`src/hdl/pbcp_pkg.sv`:
```
// Shared types, codes and constants of the PWM beep and clip player.
package pbcp_pkg;

    localparam int ActionWidth = 3;
    localparam int CountWidth = 17;
    localparam int RepWidth = 8;
    localparam int SectorWidth = 8;
    localparam int WordWidth = 16;
    localparam int QueueDepth = 4;
    localparam int QueuePtrWidth = $clog2(QueueDepth);

    localparam logic [ActionWidth-1:0] ACT_TICK = 3'd0;
    localparam logic [ActionWidth-1:0] ACT_BEEP = 3'd1;
    localparam logic [ActionWidth-1:0] ACT_CLIP = 3'd2;
    localparam logic [ActionWidth-1:0] ACT_STOP = 3'd3;
    localparam logic [ActionWidth-1:0] ACT_END_REP = 3'd4;

    localparam logic [0:0] CFG_END_TOKEN = 1'b0;
    localparam logic [0:0] CFG_BASE_OFFSET = 1'b1;

    localparam logic [1:0] MODE_IDLE = 2'd0;
    localparam logic [1:0] MODE_BEEP = 2'd1;
    localparam logic [1:0] MODE_CLIP = 2'd2;

    localparam logic [WordWidth-1:0] LEVEL_SILENCE = 16'h0100;
    localparam logic [CountWidth-1:0] BEEP_TICKS_PER_REP = 17'd300;

    typedef enum logic [2:0] {
        CMD_TICK,
        CMD_BEEP,
        CMD_CLIP,
        CMD_STOP,
        CMD_END_REP,
        CMD_NOP
    } cmd_kind_t;

    typedef struct packed {
        cmd_kind_t kind;
        logic [CountWidth-1:0] beep_ticks;
        logic [RepWidth-1:0] repetitions;
        logic [SectorWidth-1:0] start_sector;
        logic [WordWidth-1:0] start_offset;
        logic [WordWidth-1:0] sample_word;
        logic [WordWidth-1:0] restart_word;
    } cmd_t;

    function automatic logic [WordWidth-1:0] amp_level(input logic [1:0] idx);
        logic [WordWidth-1:0] lvl;
        case (idx)
            2'd0: lvl = 16'd256;
            2'd1: lvl = 16'd306;
            2'd2: lvl = 16'd256;
            2'd3: lvl = 16'd206;
            default: lvl = 16'd256;
        endcase
        return lvl;
    endfunction

endpackage

```
`src/hdl/pbcp_front.sv`:
```
// Front end: decodes the action of an input beat into a command and precomputes the beep count.
module pbcp_front
    import pbcp_pkg::*;
(
    input  logic [ActionWidth-1:0] action,
    input  logic [RepWidth-1:0]    repetitions,
    input  logic [SectorWidth-1:0] start_sector,
    input  logic [WordWidth-1:0]   start_offset,
    input  logic [WordWidth-1:0]   sample_word,
    input  logic [WordWidth-1:0]   restart_word,
    output cmd_t                   cmd
);

    logic [RepWidth:0] rep_plus_one;

    assign rep_plus_one = {1'b0, repetitions} + {{RepWidth{1'b0}}, 1'b1};

    always_comb
    begin
        case (action)
            ACT_TICK: cmd.kind = CMD_TICK;
            ACT_BEEP: cmd.kind = CMD_BEEP;
            ACT_CLIP: cmd.kind = CMD_CLIP;
            ACT_STOP: cmd.kind = CMD_STOP;
            ACT_END_REP: cmd.kind = CMD_END_REP;
            default: cmd.kind = CMD_NOP;
        endcase
        cmd.beep_ticks = CountWidth'(BEEP_TICKS_PER_REP * CountWidth'(rep_plus_one));
        cmd.repetitions = repetitions;
        cmd.start_sector = start_sector;
        cmd.start_offset = start_offset;
        cmd.sample_word = sample_word;
        cmd.restart_word = restart_word;
    end

endmodule

```
`src/hdl/pbcp_queue.sv`:
```
// Short command queue between the front end and the playback engine.
module pbcp_queue
    import pbcp_pkg::*;
(
    input  logic clk,
    input  logic rst_n,
    input  logic push,
    input  cmd_t push_cmd,
    output logic full,
    input  logic pop,
    output logic not_empty,
    output cmd_t pop_cmd
);

    cmd_t entry_reg [QueueDepth];
    logic [QueuePtrWidth-1:0] wr_ptr_reg;
    logic [QueuePtrWidth-1:0] wr_ptr_next;
    logic [QueuePtrWidth-1:0] rd_ptr_reg;
    logic [QueuePtrWidth-1:0] rd_ptr_next;
    logic [QueuePtrWidth:0] count_reg;
    logic [QueuePtrWidth:0] count_next;

    assign full = (count_reg == (QueuePtrWidth+1)'(QueueDepth));
    assign not_empty = (count_reg != '0);
    assign pop_cmd = entry_reg[rd_ptr_reg];

    always_comb
    begin
        wr_ptr_next = push ? wr_ptr_reg + 1'b1 : wr_ptr_reg;
        rd_ptr_next = pop ? rd_ptr_reg + 1'b1 : rd_ptr_reg;
        count_next = count_reg;
        if (push && !pop)
        begin
            count_next = count_reg + 1'b1;
        end
        else if (pop && !push)
        begin
            count_next = count_reg - 1'b1;
        end
    end

    always_ff @(posedge clk)
    begin
        if (push)
        begin
            entry_reg[wr_ptr_reg] <= push_cmd;
        end
    end

    always_ff @(posedge clk or negedge rst_n)
    begin
        if (!rst_n)
        begin
            wr_ptr_reg <= '0;
            rd_ptr_reg <= '0;
            count_reg <= '0;
        end
        else
        begin
            wr_ptr_reg <= wr_ptr_next;
            rd_ptr_reg <= rd_ptr_next;
            count_reg <= count_next;
        end
    end

endmodule

```
`src/hdl/pbcp_back.sv`:
```
// Playback engine: executes one queued command per beat and holds the result registers.
module pbcp_back
    import pbcp_pkg::*;
(
    input  logic                   clk,
    input  logic                   rst_n,
    input  logic                   cfg_we,
    input  logic [0:0]             cfg_index,
    input  logic [WordWidth-1:0]   cfg_data,
    input  logic                   cmd_valid,
    input  cmd_t                   cmd,
    output logic                   cmd_pop,
    output logic                   out_valid,
    input  logic                   out_stall,
    output logic [WordWidth-1:0]   pwm_level,
    output logic                   amp_enabled,
    output logic [1:0]             mode,
    output logic [SectorWidth-1:0] read_sector,
    output logic [WordWidth-1:0]   read_offset
);

    logic [WordWidth-1:0] end_token_reg;
    logic [WordWidth-1:0] base_offset_reg;

    logic [CountWidth-1:0]  beep_left_reg;
    logic [CountWidth-1:0]  beep_left_next;
    logic [1:0]             table_idx_reg;
    logic [1:0]             table_idx_next;
    logic                   clip_active_reg;
    logic                   clip_active_next;
    logic [SectorWidth-1:0] cur_sector_reg;
    logic [SectorWidth-1:0] cur_sector_next;
    logic [WordWidth-1:0]   cur_offset_reg;
    logic [WordWidth-1:0]   cur_offset_next;
    logic [SectorWidth-1:0] restart_sector_reg;
    logic [SectorWidth-1:0] restart_sector_next;
    logic [WordWidth-1:0]   restart_offset_reg;
    logic [WordWidth-1:0]   restart_offset_next;
    logic [RepWidth-1:0]    repeats_left_reg;
    logic [RepWidth-1:0]    repeats_left_next;
    logic                   amp_on_reg;
    logic                   amp_on_next;
    logic [WordWidth-1:0]   level_reg;
    logic [WordWidth-1:0]   level_next;
    logic                   out_valid_reg;
    logic                   out_valid_next;

    logic [SectorWidth-1:0] pos_sector;
    logic [WordWidth-1:0]   pos_offset;
    logic [WordWidth-1:0]   inc_offset;
    logic [WordWidth-1:0]   word_val;
    logic                   silence;
    logic                   advance;

    assign cmd_pop = cmd_valid && (!out_valid_reg || !out_stall);

    always_comb
    begin
        beep_left_next = beep_left_reg;
        table_idx_next = table_idx_reg;
        clip_active_next = clip_active_reg;
        cur_sector_next = cur_sector_reg;
        cur_offset_next = cur_offset_reg;
        restart_sector_next = restart_sector_reg;
        restart_offset_next = restart_offset_reg;
        repeats_left_next = repeats_left_reg;
        amp_on_next = amp_on_reg;
        level_next = level_reg;
        silence = 1'b0;
        advance = 1'b0;
        pos_sector = cur_sector_reg;
        pos_offset = cur_offset_reg;
        word_val = cmd.sample_word;

        case (cmd.kind)
            CMD_TICK:
            begin
                if (beep_left_reg != '0)
                begin
                    beep_left_next = beep_left_reg - 1'b1;
                    level_next = amp_level(table_idx_reg);
                    table_idx_next = table_idx_reg + 1'b1;
                end
                else if (clip_active_reg)
                begin
                    if (cmd.sample_word == end_token_reg)
                    begin
                        if (repeats_left_reg != '0)
                        begin
                            repeats_left_next = repeats_left_reg - 1'b1;
                            pos_sector = restart_sector_reg;
                            pos_offset = restart_offset_reg;
                            word_val = cmd.restart_word;
                            advance = 1'b1;
                        end
                        else
                        begin
                            silence = 1'b1;
                        end
                    end
                    else
                    begin
                        advance = 1'b1;
                    end
                end
                else
                begin
                    silence = 1'b1;
                end
            end
            CMD_BEEP:
            begin
                beep_left_next = cmd.beep_ticks;
                clip_active_next = 1'b0;
                table_idx_next = '0;
                level_next = LEVEL_SILENCE;
                amp_on_next = 1'b1;
            end
            CMD_CLIP:
            begin
                beep_left_next = '0;
                cur_sector_next = cmd.start_sector;
                restart_sector_next = cmd.start_sector;
                cur_offset_next = cmd.start_offset;
                restart_offset_next = cmd.start_offset;
                level_next = LEVEL_SILENCE;
                clip_active_next = 1'b1;
                amp_on_next = 1'b1;
                repeats_left_next = cmd.repetitions;
            end
            CMD_STOP:
            begin
                silence = 1'b1;
            end
            CMD_END_REP:
            begin
                repeats_left_next = '0;
            end
            default:
            begin
            end
        endcase

        inc_offset = pos_offset + 1'b1;
        if (advance)
        begin
            level_next = word_val;
            if (inc_offset == '0)
            begin
                cur_offset_next = base_offset_reg;
                cur_sector_next = pos_sector + 1'b1;
            end
            else
            begin
                cur_offset_next = inc_offset;
                cur_sector_next = pos_sector;
            end
        end

        if (silence)
        begin
            amp_on_next = 1'b0;
            beep_left_next = '0;
            clip_active_next = 1'b0;
            repeats_left_next = '0;
        end

        if (cmd_pop)
        begin
            out_valid_next = 1'b1;
        end
        else if (!out_stall)
        begin
            out_valid_next = 1'b0;
        end
        else
        begin
            out_valid_next = out_valid_reg;
        end
    end

    always_ff @(posedge clk or negedge rst_n)
    begin
        if (!rst_n)
        begin
            end_token_reg <= 16'hffff;
            base_offset_reg <= '0;
            beep_left_reg <= '0;
            table_idx_reg <= '0;
            clip_active_reg <= 1'b0;
            cur_sector_reg <= '0;
            cur_offset_reg <= '0;
            restart_sector_reg <= '0;
            restart_offset_reg <= '0;
            repeats_left_reg <= '0;
            amp_on_reg <= 1'b0;
            level_reg <= '0;
            out_valid_reg <= 1'b0;
        end
        else
        begin
            if (cfg_we)
            begin
                case (cfg_index)
                    CFG_END_TOKEN: end_token_reg <= cfg_data;
                    CFG_BASE_OFFSET: base_offset_reg <= cfg_data;
                    default:
                    begin
                    end
                endcase
            end
            if (cmd_pop)
            begin
                beep_left_reg <= beep_left_next;
                table_idx_reg <= table_idx_next;
                clip_active_reg <= clip_active_next;
                cur_sector_reg <= cur_sector_next;
                cur_offset_reg <= cur_offset_next;
                restart_sector_reg <= restart_sector_next;
                restart_offset_reg <= restart_offset_next;
                repeats_left_reg <= repeats_left_next;
                amp_on_reg <= amp_on_next;
                level_reg <= level_next;
            end
            out_valid_reg <= out_valid_next;
        end
    end

    always_comb
    begin
        if (beep_left_reg != '0)
        begin
            mode = MODE_BEEP;
        end
        else if (clip_active_reg)
        begin
            mode = MODE_CLIP;
        end
        else
        begin
            mode = MODE_IDLE;
        end
    end

    assign out_valid = out_valid_reg;
    assign pwm_level = level_reg;
    assign amp_enabled = amp_on_reg;
    assign read_sector = cur_sector_reg;
    assign read_offset = cur_offset_reg;

endmodule

```
`src/hdl/pwm_beep_and_clip_player_core.sv`:
```
// Top level of the PWM beep and clip player: front end, command queue and playback engine.
// Every input beat (a PWM period tick or a command) yields exactly one output beat with the
// level for the PWM compare register, the amplifier enable, the mode and the flash position
// that the next tick must bring. Throughput is one beat per clock unless an output stall holds
// the flow: the front end decodes a beat into a four-entry command queue in the cycle it is
// accepted, and the playback engine executes one queued command per cycle into its result
// registers unless the output stalls. A beat passes the queue entry, then the result
// registers; input stall rises only when the queue is full.
module pwm_beep_and_clip_player_core
    import pbcp_pkg::*;
(
    input  logic                   clk,
    input  logic                   rst_n,
    input  logic                   cfg_we,
    input  logic [0:0]             cfg_index,
    input  logic [WordWidth-1:0]   cfg_data,
    input  logic                   in_valid,
    output logic                   in_stall,
    input  logic [ActionWidth-1:0] action,
    input  logic [RepWidth-1:0]    repetitions,
    input  logic [SectorWidth-1:0] start_sector,
    input  logic [WordWidth-1:0]   start_offset,
    input  logic [WordWidth-1:0]   sample_word,
    input  logic [WordWidth-1:0]   restart_word,
    output logic                   out_valid,
    input  logic                   out_stall,
    output logic [WordWidth-1:0]   pwm_level,
    output logic                   amp_enabled,
    output logic [1:0]             mode,
    output logic [SectorWidth-1:0] read_sector,
    output logic [WordWidth-1:0]   read_offset
);

    cmd_t front_cmd;
    cmd_t queue_cmd;
    logic queue_full;
    logic queue_not_empty;
    logic queue_pop;

    assign in_stall = queue_full;

    pbcp_front u_front (
        .action       (action),
        .repetitions  (repetitions),
        .start_sector (start_sector),
        .start_offset (start_offset),
        .sample_word  (sample_word),
        .restart_word (restart_word),
        .cmd          (front_cmd)
    );

    pbcp_queue u_queue (
        .clk       (clk),
        .rst_n     (rst_n),
        .push      (in_valid && !queue_full),
        .push_cmd  (front_cmd),
        .full      (queue_full),
        .pop       (queue_pop),
        .not_empty (queue_not_empty),
        .pop_cmd   (queue_cmd)
    );

    pbcp_back u_back (
        .clk         (clk),
        .rst_n       (rst_n),
        .cfg_we      (cfg_we),
        .cfg_index   (cfg_index),
        .cfg_data    (cfg_data),
        .cmd_valid   (queue_not_empty),
        .cmd         (queue_cmd),
        .cmd_pop     (queue_pop),
        .out_valid   (out_valid),
        .out_stall   (out_stall),
        .pwm_level   (pwm_level),
        .amp_enabled (amp_enabled),
        .mode        (mode),
        .read_sector (read_sector),
        .read_offset (read_offset)
    );

endmodule

```
`config.mk`:
```
export PLATFORM = sky130hd
export DESIGN_NAME = pwm_beep_and_clip_player_core
export DESIGN_NICKNAME = d
export VERILOG_FILES = /design/src/hdl/pbcp_pkg.sv /design/src/hdl/pbcp_front.sv /design/src/hdl/pbcp_queue.sv /design/src/hdl/pbcp_back.sv /design/src/hdl/pwm_beep_and_clip_player_core.sv
export SDC_FILE = /design/constraint.sdc
export NUM_CORES = 1
export LEC_CHECK = 0
export BUFFER_PORTS_ARGS = -buffer_cell sky130_fd_sc_hd__buf_2
export CAP_MARGIN = 20
export CORE_MARGIN = 2
export CORE_UTILIZATION = 55
export CTS_CLUSTER_DIAMETER = 40
export DETAILED_ROUTE_END_ITERATION = 12
export PLACE_DENSITY_LB_ADDON = 0.1
export SLEW_MARGIN = 15
export SYNTH_ARGS = -nofsm -noshare
export SYNTH_HDL_FRONTEND = slang
export SYNTH_SLANG_ARGS = --single-unit
```
`constraint.sdc`:
```
create_clock -name clk -period 11 [get_ports clk]
set_clock_uncertainty 0.05 [all_clocks]
set_input_delay 2.2 -clock clk [delete_from_list [all_inputs] [get_ports clk]]
set_output_delay 2.2 -clock clk [all_outputs]
set_load 0.01 [all_outputs]
```
==> summary.md, run 1 <==
Fill cells in the final layout number 2764. The synthesized netlist occupies a cell area of 20900 um2. Dividing total power by cell area gives a power density of 283 nW/um2. The tools report the maximum number of buffers from clock root to sink as 3.

STA classifies the critical path endpoint as a flop. Setup violations remaining at the end of the flow were counted as 0. For the pin with the worst max-slew slack, the measured transition is 1.01 ns. Summing over every cut layer, the via total after detailed routing is 12500.

Once placement finished, the instance area stood at 22100 um2. The part of the cycle the worst path needs is 0.611. The logs give 73 for the number of distinct library cells after synthesis and 0.329 for the worst slew margin relative to its limit. After synthesis, the most frequently instantiated cells are 328 x edfxtp_1, 140 x nand2_1, 117 x dfrtp_1, 77 x mux4_2, 57 x nor2_1. The first global-routing pass estimated 73300 um of wire.

Largest area contributor in the netlist: edfxtp_1. Sequential-to-total area share from yosys stat: 0.631. The path with the worst hold slack has its endpoint at u_back.pwm_level[12]$_DFFE_PN0P_. The register with the most flip-flops in the layout has 328 of them.

For the half-perimeter wire length after detailed placement, the log shows 30800 um. TritonCTS built the clock tree. The number of rows created at floorplan was 71; the required time reported for the critical path endpoint was 11.40 ns. The global placer's final weighted congestion is 0.891, and the mean instance size in the synthesized netlist is 14.8 um2. For the maximum operating frequency, the log shows 149 MHz.

The cell with the largest stage delay on the worst path was dfrtp_4. For the net count after synthesis, the log shows 1567. The number of enable-type register cells in the synthesized netlist is 328. In the post-synthesis netlist, the biggest area contributors are edfxtp_1 47%, dfrtp_1 14%, mux4_2 8.3%.

The share of synthesized registers carrying an async set or reset was 0.289; the final net count was 1731. Setup repair after global routing left no endpoint under its margin. The most common cell in the synthesized netlist is edfxtp_1.

Summed over all failing endpoints, the final setup total negative slack is 0 ns. CTS built an H-tree with a depth of 3. The run gives 68 as the number of buffers created by CTS. Synthesis handed over a netlist of 1414 instances.

The clock reaches the later pin of the worst-skew pair after 0.59 ns. The core region is 37600 um2. The static leakage is 0.00939 uW, and the iteration-0 DRC count of the detailed router is 898.

The tools report the startpoint of the lowest-slack hold path as u_back.pwm_level[12]$_DFFE_PN0P_. In the routed layout, each cell is associated on average with a via count of 5.83. Among the stages of the critical path, the cell type that occurs most often is nand2_1. After synthesis the netlist holds a flip-flop and latch count of 461.

The initial cell density of the core is 0.557, and the number of ports placed on the die boundary is 134. Counting both buffers and inverters, the worst setup path holds a total of 2. In this design, the largest share of critical-path delay is due to simple AND/OR/NAND/NOR gates. The count of hold-fix buffers inserted at cts is 0, and the width of the die is 199 um. For the total count of max-transition violations in the final report, the log shows 0.

Excluding fillers, the count of instances in the completed layout stands at 2145. Count of antenna-violating nets left after detailed routing: 0. For this run, the slowest stage of the critical path takes 0.98 ns. Counting instances, the worst hold path has a depth of 2.

The final routed wire length divided by cell count was 22.4 um. The number of antenna violations at the first check in global routing was 5. The portion of synthesized cell area occupied by the leading cell type came out at 0.471. Minimum clock period after layout: 6.72 ns. In this run the tool buffered the top-level ports with 133 buffer cells.

The worst register-to-register path has a setup slack of 4.28 ns. Origin of the critical flop-to-flop path: u_queue.rd_ptr_reg[0]$_DFFE_PN0P_. The arrival time at the worst endpoint was 7.12 ns; the area added between synthesis and finish was 16.7%. Leading register cell type out of synthesis: edfxtp_1.

In this run the worst hold path is classified as reg -> reg. Number of cells after detailed placement: 2017. The number of setup buffers added after CTS is 0. Fraction of layout cells with a size suffix above 1: 0.268.

CTS placed an instance of clkbuf_16 at the clock tree root. The Yosys step of the flow raised 0 warnings. The tools report the number of global-route vias before repair as 12500. The tools report the sum of overflow across all layers after global routing as 0.

The tool flagged a number of max-cap violations equal to 0. The floorplan die height works out to 199 um. Clock-pin slew was measured on the worst setup and hold paths at 0.06 ns. Counting cells, the worst reg-to-reg path comes to 19. The global-route total usage across every layer came out at 0.249.

The clock net in this run drives a total of 461 sinks. The worst register-to-register path ends at u_back.read_offset[0]$_DFFE_PN0P_. The flow ran to the end, and the final reports show no timing, DRC or antenna violations. The total of cells resized after clock tree synthesis was 0. Type of the setup path with the least slack: reg -> reg. The pre-antenna-repair detailed-routing pass consisted of 5 iterations.

The tools report the largest net degree at the start of global routing as 76. The count of final hold-check violations came out at 0. Of all nets on the critical path, the largest fanout is 43. Summing all non-filler instances in the final layout gives an area of 24400 um2.

For this block, the routed nets add up to 48100 um of wire. VDD sags by at most 0.170 mV. The floorplan step defined a die boundary enclosing 39600 um2. The number of DRC violations after detailed routing came out at 0.

The signal on the critical path passes through mux4_1 > xnor2_1 > nand4_2 > nor4_4 > and3_2 > buf_4 > nand2_1 > nand2_1 > ha_1 > nand2_1 > nor3_1 > mux2i_1 > xnor2_1 > a41oi_1 > a2111oi_4 > buf_4 > nor2_1 > a211oi_2 > nor3_1. The type of element launching the critical path was a flop.
-- cell families after synthesis --
kind of cell / synth area share
fa+ha+maj: 0.0418
xor+xnor: 0.0343
compound gates: 0.0622
flops: 0.631
buf+inv: 0.0223
simple gates: 0.0774
mux: 0.132
-- where the power goes --
| group | internal, uW | switching, uW | total [uW] |
|---|---|---|---|
| Clock | 1300 | 821 | 2120 |
| Combinational | 897 | 1170 | 2070 |
| Sequential | 2380 | 342 | 2720 |
-- per-layer routing --
layer	wire length (um)	GRT usage	vias to the layer above
met3	2850	0.0516	97
met4	1300	0.0860	8
met2	22900	0.390	380
li1	-	-	5705
met1	21000	0.350	6311
met5	58	0	-
-- cell usage in the layout, fill, tap and decap left out, types with 20 or more instances in the layout --
| master | n |
|---|---|
| nand3_1 | 21 |
| inv_1 | 46 |
| and3_1 | 23 |
| nor2_1 | 56 |
| nor3_1 | 23 |
| mux4_2 | 77 |
| mux2_2 | 48 |
| xnor2_1 | 55 |
| buf_2 | 132 |
| edfxtp_1 | 328 |
| o21ai_0 | 48 |
| clkbuf_16 | 69 |
| a21oi_1 | 53 |
| mux2i_1 | 29 |
| dfrtp_1 | 115 |
| nand2_1 | 140 |
| buf_4 | 20 |
| xor2_1 | 25 |
| ha_1 | 54 |
-- worst reg2reg max path, cell delays in order (launching register included) --
cell       delay, ns
dfrtp_4         0.98
mux4_1          0.75
xnor2_1         0.21
nand4_2         0.15
nor4_4          0.44
and3_2          0.59
buf_4           0.51
nand2_1         0.11
nand2_1         0.11
ha_1            0.29
nand2_1         0.13
nor3_1          0.16
mux2i_1         0.20
xnor2_1         0.19
a41oi_1         0.19
a2111oi_4       0.82
buf_4           0.35
nor2_1          0.08
a211oi_2        0.20
nor3_1          0.06
-- metrics by stage --
step                      hold WS (ns)  worst slack (ns)  total power (uW)  utilization
after CTS                        0.428              4.22              6950        0.649
after floorplan                  0.396              4.67              4140            -
after detailed placement         0.416              4.11              4800        0.589
final                            0.427              4.28              6910        0.650
after global placement           0.410              4.23              4770        0.589
after global routing             0.447              3.79              7270        0.650
-- cell type report --
class | instances | area (um2) | area share
Tap cell | 511 | 639 | 0.0262
Clock buffer | 76 | 1760 | 0.0722
Timing Repair Buffer | 154 | 837 | 0.0343
Sequential cell | 461 | 13200 | 0.541
Inverter | 46 | 173 | 0.00707
Clock inverter | 49 | 503 | 0.0206
Antenna cell | 1 | 2.50 | 0.000102
Multi-Input combinational cell | 847 | 7300 | 0.299
-- worst max path at each step --
stage,start,to,slack [ns],cells past startpoint
after floorplan,repetitions[0],u_queue.entry_reg[0][78]$_DFFE_PP_,4.67,20
after global placement,repetitions[0],u_queue.entry_reg[0][78]$_DFFE_PP_,4.23,21
after detailed placement,repetitions[0],u_queue.entry_reg[0][78]$_DFFE_PP_,4.11,21
after CTS,u_queue.rd_ptr_reg[0]$_DFFE_PN0P_,u_back.read_offset[0]$_DFFE_PN0P_,4.22,19
after global routing,u_queue.rd_ptr_reg[0]$_DFFE_PN0P_,u_back.read_offset[0]$_DFFE_PN0P_,3.79,18
final,u_queue.rd_ptr_reg[0]$_DFFE_PN0P_,u_back.read_offset[0]$_DFFE_PN0P_,4.28,19
Power figures use the tool's default switching activity.
==> run 2, diff against run 1 <==
==> constraint.sdc (replaced) <==
create_clock -name clk -period 5.79 [get_ports clk]
set_clock_uncertainty 0.05 [all_clocks]
set_input_delay 1.158 -clock clk [delete_from_list [all_inputs] [get_ports clk]]
set_output_delay 1.158 -clock clk [all_outputs]
set_load 0.01 [all_outputs]
==> summary.md, run 2 (synthesized netlist as in run 1, its figures left out) <==
Input and output buffers added on the ports amount to 133. The area added between synthesis and finish is 17.0%, and the number of rows created at floorplan is 71. Leaving out fill and tap cells, the most frequent cell in the layout is edfxtp_1. Counting every sink on the clock net gives 461.

After detailed routing, the average wire length per cell comes to 22.1 um. The clock reaches the later pin of the worst-skew pair after 0.57 ns. The total of cells resized after clock tree synthesis was 0; the number of DRC violations after detailed routing was 0. The number of global-route vias before repair was 12700. The number of max-capacitance violations reported came out at 0.

The area inside the core boundary was 37600 um2. The worst setup path is launched from a flop. The worst-case IR drop observed on VDD is 0.329 mV. The library cells used most frequently in the layout, excluding fill and tap cells, are 328 x edfxtp_1, 140 x nand2_1, 132 x buf_2. After clock tree synthesis, the setup repair step added 0 buffers. TritonCTS built the clock tree.

The proportion of power drawn by flip-flops and latches came out at 0.386. Setup repair after global routing left no endpoint under its margin. The iteration-0 DRC count of the detailed router is 981. The run finished with clean final reports.

In this run the deepest clock path goes through 3 buffers. The net switching fraction of the power came out at 0.338. The floorplan die height was 199 um; the internal power contribution was 8640 uW. Minimum clock period after layout: 5.36 ns.

The worst setup path is of the reg -> reg kind. Power spread over the standard cell area amounts to 532 nW/um2. Of all nets on the critical path, the largest fanout is 13.

The number of flip-flops in the largest register is 328. For this block, the routed nets add up to 47800 um of wire. The tools report the final setup violation count as 0. Static timing analysis puts the maximum clock frequency at 186 MHz. The path class of the lowest-slack min-delay path was reg -> reg. Setup total negative slack on the finished layout was measured at 0 ns. In this run the static leakage power is 0.00949 uW. Before antenna repair, the detailed router went through 6 iterations. The fraction of layout cells with a size suffix above 1 is 0.278. The count of hold-fix buffers inserted at cts was 0; the final net count was 1755.

The initial cell density of the core came out at 0.557. At the worst endpoint, the required time is 6.14 ns. STA classifies the critical path endpoint as a flop.

Global-route total usage across every layer: 0.249. Across all layers, the routed design uses 12600 vias. The tools report the number of antenna violations at the first check in global routing as 4. The logs give 31600 um for the half-perimeter wire length after detailed placement and 0 for the sum of overflow across all layers after global routing. The tools report the largest net degree at the start of global routing as 91. For the number of buffers created by CTS, the log shows 66. The relative contribution of combinational cells to total power came out at 0.316. The worst slew margin relative to its limit came out at 0.300. The tools report the count of inserted antenna diode cells as 0. Clock-pin slew was measured on the worst setup and hold paths at 0.06 ns.

Measured along the x axis, the die boundary spans 199 um. The clock share of power was 0.299. Total count of max-transition violations in the final report: 0.

The root buffer cell was clkbuf_16. The global placer's final weighted congestion came out at 0.885. Part of the cycle the worst path needs: 0.926. The first global-routing pass estimated 73600 um of wire.

The H-tree was split into 3 levels. The power dissipated by switching net loads is 4400 uW, and the pin slew with the least headroom to its limit is 1.05 ns. The number of ports placed on the die boundary was 134; the count of antenna-violating nets left after detailed routing was 0. After detailed routing, the number of vias per cell comes to 5.81. The final total power was 13000 uW; the count of final hold-check violations was 0. Data arrives at the worst endpoint at 5.71 ns. The die covers 39600 um2. The share of the core filled with cells is 0.652.
-- run 2: changes by cell type in the layout (fill, tap and decap cells not counted), moves of 2 or more --
cell	delta
buf_4	+27
clkinv_1	-5
clkinv_8	-4
clkinvlp_4	-4
inv_6	+3
inv_8	+3
clkbuf_1	+2
clkbuf_16	-2
-- run 2: per-stage QoR --
step / instance area (um2) / cells / hold slack [ns] / setup slack (ns)
finish: 24500 / 2164 / 0.424 / 0.426
global route: 24500 / 2164 / 0.452 / 0.0148
CTS: 24500 / 2164 / 0.431 / 0.437
detailed placement: 22300 / 2045 / 0.419 / 0.195
global placement: 22300 / 2045 / 0.409 / 0.221
floorplan: 20900 / 1414 / 0.396 / 0.389
-- run 2: power by group through the flow --
stage          clock network, uW  logic [uW]  registers (uW)
6_report                    3890        4120            5030
5_1_grt                     4100        4530            5110
4_1_cts                     3970        4160            5030
3_5_place_dp                   0        4130            5080
3_3_place_gp                   0        4080            5050
2_1_floorplan                  0        2920            4950
-- run 2: path summary, 6_finish.rpt --
check	end	depth (start not counted)	start	slack (ns)
max in group asynchronous	u_back.read_offset[12]$_DFFE_PN0P_	2	rst_n	3.87
worst min register to register	u_back.pwm_level[6]$_DFFE_PN0P_	2	u_back.pwm_level[6]$_DFFE_PN0P_	0.42
worst max register to register	u_back.read_offset[1]$_DFFE_PN0P_	18	u_queue.rd_ptr_reg[0]$_DFFE_PN0P_	0.43
worst min-delay path	u_back.pwm_level[6]$_DFFE_PN0P_	2	u_back.pwm_level[6]$_DFFE_PN0P_	0.42
min in group asynchronous	u_back.out_valid$_DFFE_PN0P_	1	rst_n	0.61
worst max-delay path	u_back.read_offset[1]$_DFFE_PN0P_	18	u_queue.rd_ptr_reg[0]$_DFFE_PN0P_	0.43
-- run 2: layout make-up --
| type | instances | area, um2 |
|---|---|---|
| repair buffers | 180 | 1020 |
| clock buffers | 77 | 1730 |
| inverters | 46 | 173 |
| multi-input cells | 847 | 7300 |
| flip-flops and latches | 461 | 13200 |
| well taps | 511 | 639 |
| fillers | 2756 | 13100 |
| clock inverters | 42 | 428 |
-- run 2: per-layer routing --
layer | global-route usage | share of wire | up-vias
met5 | 0 | 0.00094 | -
met4 | 0.0840 | 0.028 | 8
met3 | 0.0506 | 0.055 | 97
met2 | 0.397 | 0.49 | 348
met1 | 0.345 | 0.43 | 6370
li1 | - | - | 5755
-- run 2: worst max-delay path, stage by stage, from the launching register on --
cell and delay (ns):
dfrtp_4 0.56, buf_4 0.25, mux4_2 0.59, xnor2_1 0.19, nand4_1 0.18, nor4_4 0.51
nand3_1 0.24, nand2_1 0.12, nand2_1 0.07, ha_1 0.30, nand2_1 0.15, nor3_1 0.06
mux2i_1 0.40, xnor2_1 0.18, a41oi_1 0.18, a2111oi_4 0.60, buf_4 0.27, mux2i_1 0.20
a21oi_1 0.08
